$ cat src/vrhp_pkg.sv
package vrhp_pkg;

  // field widths
  localparam int PIX_W     = 16;
  localparam int OUT_W     = 24;
  localparam int ALPHA_W   = 15;
  localparam int DIM_W     = 11;
  localparam int CFG_IDX_W = 2;
  localparam int CFG_DAT_W = 15;

  // row counter: frames hold at most ROW_LIMIT rows
  localparam int ROW_LIMIT = 1024;
  localparam int ROW_W     = $clog2(ROW_LIMIT);

  // datapath widths: exact sum and full product
  localparam int SUM_W   = OUT_W + 1;
  localparam int PROD_W  = SUM_W + ALPHA_W + 1;
  localparam int FRAC_SH = 15;
  localparam int RND_W   = PROD_W - FRAC_SH;

  localparam logic signed [OUT_W-1:0]  BORDER_VALUE = OUT_W'(256);
  localparam logic signed [OUT_W-1:0]  OUT_MAX      = {1'b0, {(OUT_W-1){1'b1}}};
  localparam logic signed [OUT_W-1:0]  OUT_MIN      = {1'b1, {(OUT_W-1){1'b0}}};
  localparam logic signed [PROD_W-1:0] ROUND_HALF   = PROD_W'(1 << (FRAC_SH - 1));

  // parameter defaults
  localparam int DEF_MAX_WIDTH   = 1024;
  localparam int DEF_BORDER_ROWS = 2;

  // register reset values
  localparam logic [ALPHA_W-1:0] ALPHA_RST = ALPHA_W'(32767);
  localparam logic [DIM_W-1:0]   WIDTH_RST = DIM_W'(512);
  localparam logic [DIM_W-1:0]   COUNT_RST = DIM_W'(512);

  // register indexes
  typedef enum logic [CFG_IDX_W-1:0] {
    CFG_ALPHA = 2'd0,
    CFG_WIDTH = 2'd1,
    CFG_COUNT = 2'd2
  } cfg_idx_t;

  // per-pixel flags from the raster tracker
  typedef struct packed {
    logic win;
    logic last;
  } pos_flags_t;

endpackage

$ cat src/vrhp_raster.sv
module vrhp_raster import vrhp_pkg::*; #(
  parameter int MAX_WIDTH   = DEF_MAX_WIDTH,
  parameter int BORDER_ROWS = DEF_BORDER_ROWS
) (
  input  logic                           clk,
  input  logic                           rst_n,
  input  logic [DIM_W-1:0]               row_width,
  input  logic [DIM_W-1:0]               row_count,
  input  logic                           advance,
  output logic [$clog2(MAX_WIDTH)-1:0]   col,
  output pos_flags_t                     flags
);

  localparam int CW = $clog2(MAX_WIDTH);
  localparam int RC_W = DIM_W + 1;

  logic [CW-1:0]    col_r, col_nxt;
  logic [ROW_W-1:0] row_r, row_nxt;
  logic [31:0]      w_full;
  logic [CW:0]      w_eff;
  logic [DIM_W-1:0] rc_eff;
  logic [RC_W-1:0]  row_top;
  logic [RC_W-1:0]  rc_even;
  logic             row_end, frame_end;

  // effective geometry: zero acts as one, large values clip
  always_comb begin
    if (row_width == '0) begin
      w_full = 32'd1;
    end else if (32'(row_width) > 32'(MAX_WIDTH)) begin
      w_full = 32'(MAX_WIDTH);
    end else begin
      w_full = 32'(row_width);
    end
    w_eff = w_full[CW:0];
    if (row_count == '0) begin
      rc_eff = DIM_W'(1);
    end else if (row_count > DIM_W'(ROW_LIMIT)) begin
      rc_eff = DIM_W'(ROW_LIMIT);
    end else begin
      rc_eff = row_count;
    end
  end

  // filter window and end of row / frame
  assign row_top   = RC_W'(row_r) + RC_W'(BORDER_ROWS + 1);
  assign rc_even   = {1'b0, rc_eff[DIM_W-1:1], 1'b0};
  assign row_end   = ((CW+1)'(col_r) + (CW+1)'(1)) >= w_eff;
  assign frame_end = row_end && ((DIM_W'(row_r) + DIM_W'(1)) >= rc_eff);

  assign col        = col_r;
  assign flags.win  = (RC_W'(row_r) >= RC_W'(BORDER_ROWS)) && (row_top <= rc_even) &&
                      ((CW+1)'(col_r) < {w_eff[CW:1], 1'b0});
  assign flags.last = frame_end;

  // raster position update
  always_comb begin
    col_nxt = col_r;
    row_nxt = row_r;
    if (advance) begin
      if (row_end) begin
        col_nxt = '0;
        row_nxt = frame_end ? '0 : row_r + ROW_W'(1);
      end else begin
        col_nxt = col_r + CW'(1);
      end
    end
  end

  always_ff @(posedge clk) begin
    if (!rst_n) begin
      col_r <= '0;
      row_r <= '0;
    end else begin
      col_r <= col_nxt;
      row_r <= row_nxt;
    end
  end

endmodule

$ cat config.mk
export PLATFORM = sky130hd
export DESIGN_NAME = vrhp_raster
export DESIGN_NICKNAME = d
export VERILOG_FILES = /design/src/vrhp_pkg.sv /design/src/vrhp_raster.sv
export SDC_FILE = /design/constraint.sdc
export NUM_CORES = 1
export LEC_CHECK = 0
export BUFFER_PORTS_ARGS = -buffer_cell sky130_fd_sc_hd__buf_2
export CAP_MARGIN = 20
export CELL_PAD_IN_SITES_DETAIL_PLACEMENT = 1
export CELL_PAD_IN_SITES_GLOBAL_PLACEMENT = 1
export CORE_ASPECT_RATIO = 1.25
export CORE_MARGIN = 2
export CORE_UTILIZATION = 35
export DETAILED_ROUTE_END_ITERATION = 7
export HOLD_SLACK_MARGIN = 0.02
export PLACE_DENSITY_LB_ADDON = 0.1
export SLEW_MARGIN = 0
export SYNTH_ARGS = -nofsm -noshare
export SYNTH_HDL_FRONTEND = slang
export SYNTH_SLANG_ARGS = --single-unit
export TNS_END_PERCENT = 1
$ cat constraint.sdc
create_clock -name clk -period 5.6 [get_ports clk]
set_input_delay 1.12 -clock clk [delete_from_list [all_inputs] [get_ports clk]]
set_output_delay 1.12 -clock clk [all_outputs]
set_load 0.005 [all_outputs]
======== Yosys cells after proc, flatten, opt, wreduce, memory -nomap -nowiden ========
Index checks and enable logic that the tools add are counted.
cells by class
  add/sub/neg operators ................... 5
  magnitude comparators ................... 7
  mux-type cells .......................... 6
  reductions and logical operators ........ 6
operators by type and width
  operator                                                                              number
  11-bit two-way mux                                                                    4
  10-bit by 1-bit adder with 11-bit output, second input constant                       2
  11-bit greater-or-equal comparator                                                    2
  11-bit > comparator, second input constant                                            2
  11-bit logical NOT                                                                    2
  10-bit by 1-bit adder with 10-bit output, second input constant                       2
  10-bit two-way mux                                                                    2
  10-bit by 2-bit adder with 11-bit output, second input constant                       1
  11-bit less-or-equal comparator                                                       1
  10-bit by 11-bit < comparator with 1-bit output                                       1
  10-bit by 2-bit greater-or-equal comparator with 1-bit output, second input constant  1
  1-bit logical AND                                                                     3
  2-bit AND reduction                                                                   1
storage, ports and cells
  flip-flop bits (word level) ............. 20
  output and inout bits ................... 12

======== Depth between registers and ports, before layout ========
  depth after elaboration ................. 6
  gate-level depth with buffers ........... 13
  depth with buffers taken out ............ 12

======== Worst setup path before layout ========
OpenSTA, ideal clock, no wires.
  path type ............................... in2out
  start point ............................. input row_width[4]
  end point ............................... output flags[0] (netlist bit)
  data arrival time ....................... 2.964 ns
  slack ................................... 1.516 ns
  cell stages on the path ................. 11
  path buffers ............................ 1
  path through ............................ nor4_1 -> nand3_1 -> o21ai_0 -> nand2_1 -> ha_1 -> and4_4 -> a21boi_4 -> nor2_1 -> o21a_1 -> nor2_1 -> buf_4
on the way
  longest elaborated chain between the ends .. 5
  elaborated cells between the ends (all ways) .. 6
  those cells by class .................... order compare (2); mux (2); reduce/logical (2)
ends and longest elaborated chain
  element                               line               RTL
  start: declaration                    vrhp_raster.sv:7   input logic [DIM_W-1:0] row_width,
  11-bit > comparator                   vrhp_raster.sv:30  end else if (32'(row_width) > 32'(MAX_WIDTH)) begin
  11-bit two-way mux                    vrhp_raster.sv:30
  11-bit two-way mux *                  vrhp_raster.sv:28  if (row_width == '0) begin
  11-bit greater-or-equal comparator *  vrhp_raster.sv:48  assign row_end = ((CW+1)'(col_r) + (CW+1)'(1)) >= w_eff;
  1-bit logical AND *                   vrhp_raster.sv:49  assign frame_end = row_end && ((DIM_W'(row_r) + DIM_W'(1)) >= rc_eff);
  end: declaration                      vrhp_raster.sv:11  output pos_flags_t flags
Mark *: on every way between the ends. The rest lies on a longest branch, timed or not.

==> reports/results.txt <==
Critical path peak fanout -> 10
Final worst-path cycle share -> 80.4%
Setup Fix Bufs, Post-CTS -> 0
Sequential Power Share -> 39.6%
Power, Total -> 371 uW
Total length of routed met3 wires -> 162 microns
Worst-path clk slew -> 0.08 ns
Mapped cell area -> 0.00242 sq mm
Fmax -> 0.222 GHz
Pleak -> 0.00124 uW
Vias in the first global route -> 2323
Fin. Hold Viols -> 0
I/O pin count -> 37
Ys flop type -> dfxtp_1
Antenna Cells -> 0
Tot GR Track Use -> 18.2%
Highest-count cells in the layout ignoring fill and taps -> 44 x ha_1, 37 x nand2_1, 36 x buf_2
DRT Wirelength -> 6.78 mm
CP endpoint kind -> output port
RR Endpoint -> row_r[9]$_SDFFE_PN0P_
Max-Cap Viols -> 0
Post-synth EDFFs -> 0
Syn Inst Count -> 303
Final nets -> 400
Hold Crit Depth -> 2
Detailed Place HPWL -> 5.78 mm
Initial Utilization -> 36.6%
Layout cell share with drive strength beyond 1 -> 15.8%
Setup slack, reg-to-reg -> 2.28 ns
Clock power frac -> 39.9%
Routed vias/inst -> 5.52
Htree depth -> 1
Initial antenna violation count -> 0
Post-synth cell types -> 48
Outcome -> finished clean
Maximum VDD drop -> 0.0868 mV
Commonest non-fill, non-tap cell in the layout -> ha_1
CTS Buf Count -> 3
Hold crit path type -> reg2reg
Drt initial violations -> 57
Cell-internal power -> 270 uW
Uppermost routed layer -> met4
Setup Crit Path Kind -> reg2out
CTS tree -> done
Power per standard cell area -> 138 mW/mm^2
Synth Warn # -> 0
Arr. time, crit path -> 3.38 ns
Worst-Margin Slew -> 0.553 ns
Clk root buf -> clkbuf_8
Rows -> 33
Net Sw Frac -> 27.2%
Met1 WL -> 2.80 mm
Setup TNS -> 0 ns
WL met2 -> 3.71 mm
Total number of vias -> 2300
Final ANT Viol Nets -> 0
Combinational Power Share -> 20.5%
Seq/Total Area, Yosys -> 16.6%
Area delta synth->final -> 11.5%
Routability cong. -> 0.795
Area of the die -> 0.00759 sq mm
Post_cts resized -> 0
Pin count of the biggest net entering global routing -> 19
Worst slew margin -> 63.0%
Syn avg cell area -> 7.98 sq um
Post-route DRC violation count -> 0
Post-CTS Hold Fix Bufs -> 0
Seq cells post-synth -> 20
Drt first pass iters -> 4
Max Root-Sink Buffers -> 2
GR Overflow Total -> 0
Tmin final -> 4.50 ns
Hold Crit Start -> row_r[4]$_SDFFE_PN0P_
Net switching power -> 101 uW
RSZ-0062 raised after global routing -> false
Fillers -> 848
Clock sinks -> 20
FFs w/ async S/R, synth -> 0%
Max-slew violations -> 0
Worst Hold End -> row_r[4]$_SDFFE_PN0P_
Worst Reg-to-Reg Cells -> 12
Worst-Skew Late Latency -> 0.27 ns
Die X -> 78.3 microns
First-pass GRT wire length -> 11.3 mm
Port Buf Inserts -> 36
Die Ht -> 96.9 microns
Setup violators final -> 0
Reg-to-reg startpoint -> row_r[2]$_SDFFE_PN0P_
Startpoint Class -> flip-flop
Mapped Nets -> 372
Routed len/inst -> 16.3 microns
Required time of the critical path -> 4.48 ns
Worst clock skew -> 0.0103 ns
Core ar. -> 0.00661 sq mm
==> power by group through the flow <==
stage | sequential [uW] | combinational [uW] | clock, uW
6_report | 147 | 76.2 | 148
5_1_grt | 148 | 87.2 | 156
4_1_cts | 147 | 77.5 | 152
3_5_place_dp | 151 | 77.3 | 0
3_3_place_gp | 151 | 76.4 | 0
2_1_floorplan | 149 | 49.7 | 0
==> cell type report <==
type	instances	area [sq um]	share of cell area, %
clock buffers	3	41.3	1.53
clock inverters	1	30.0	1.11
inverters	12	45.0	1.67
multi-input cells	257	1880	69.8
flip-flops and latches	20	400	14.9
well taps	87	109	4.04
repair buffers	37	188	6.96
==> state kept, by name (all words and copies together) (netlist names) <==
signal and cells:
row_r 10, col 10
==> metal layers <==
metal | track usage (%) | vias up
met5 | 0 | -
met4 | 4.45 | 0
met3 | 1.49 | 8
met2 | 36.4 | 36
met1 | 20.0 | 1095
li1 | - | 1161
==> critical path: stages (launching register included) <==
cell       delay (ns)
dfxtp_1          0.56
inv_1            0.17
ha_1             0.28
nor2_1           0.21
nand3_1          0.13
xnor2_1          0.16
ha_1             0.19
or4_1            0.46
a21oi_1          0.14
o21ai_0          0.11
a21oi_1          0.13
nor3_1           0.09
a2111oi_2        0.30
buf_2            0.19
==> stage by stage <==
| step | cells | cell area [sq um] | setup WS, ns | utilization [%] | hold WS [ns] |
|---|---|---|---|---|---|
| 2_1_floorplan | 303 | 2420 | 1.52 | - | 0.501 |
| 3_3_place_gp | 413 | 2620 | 1.20 | 39.7 | 0.537 |
| 3_5_place_dp | 413 | 2620 | 1.13 | 39.7 | 0.551 |
| 4_1_cts | 417 | 2700 | 1.10 | 40.8 | 0.562 |
| 5_1_grt | 417 | 2700 | 0.722 | 40.8 | 0.611 |
| 6_report | 417 | 2700 | 1.10 | 40.8 | 0.553 |
==> kinds of logic (layout without fill, tap and decap cells) <==
logic type | Yosys count | in the layout | share of synthesized area, %
buffers and inverters | 26 | 53 | 5.59
flip-flops | 20 | 20 | 16.6
XOR/XNOR | 24 | 24 | 8.70
AND/OR/NAND/NOR | 114 | 114 | 25.6
adder cells (fa/ha/maj) | 44 | 44 | 22.8
AO/OA/AOI/OAI | 75 | 75 | 20.8
==> worst max path at each step <==
stage / slack [ns] / end / start
global route: 0.72 / flags[1] / row_r[0]$_SDFFE_PN0P_
CTS: 1.10 / flags[1] / row_r[0]$_SDFFE_PN0P_
detailed placement: 1.13 / flags[0] / row_width[4]
finish: 1.10 / flags[1] / row_r[0]$_SDFFE_PN0P_
floorplan: 1.52 / flags[0] / row_width[4]
global placement: 1.20 / flags[0] / row_width[4]
==> synthesized netlist by cell type, types with 2 or more instances <==
cell,count,share of area [%]
xor2_1,7,2.5
buf_2,2,0.41
nor2_2,2,0.52
nor3b_1,2,0.62
nor2_1,9,1.4
a21boi_0,5,1.6
or4_1,2,0.62
nand2_1,37,5.7
nor3_1,8,1.7
a32o_1,6,2.5
nand4_1,7,1.8
nand2b_1,5,1.3
and3_1,6,1.6
inv_1,9,1.4
clkbuf_2,2,0.41
nand3_1,17,3.5
o21a_1,3,0.93
dfxtp_1,20,17
buf_4,4,1.2
clkbuf_1,4,0.62
nand3_4,2,1.4
a21o_1,8,2.5
o211ai_1,2,0.62
ha_1,44,23
o21ai_0,13,2.7
nor4_1,4,1.0
a21oi_1,25,5.2
o22ai_1,5,1.3
clkinv_1,2,0.31
nand3b_1,7,2.2
xnor2_1,17,6.2
Note: power is estimated with default switching activity, not from simulation.
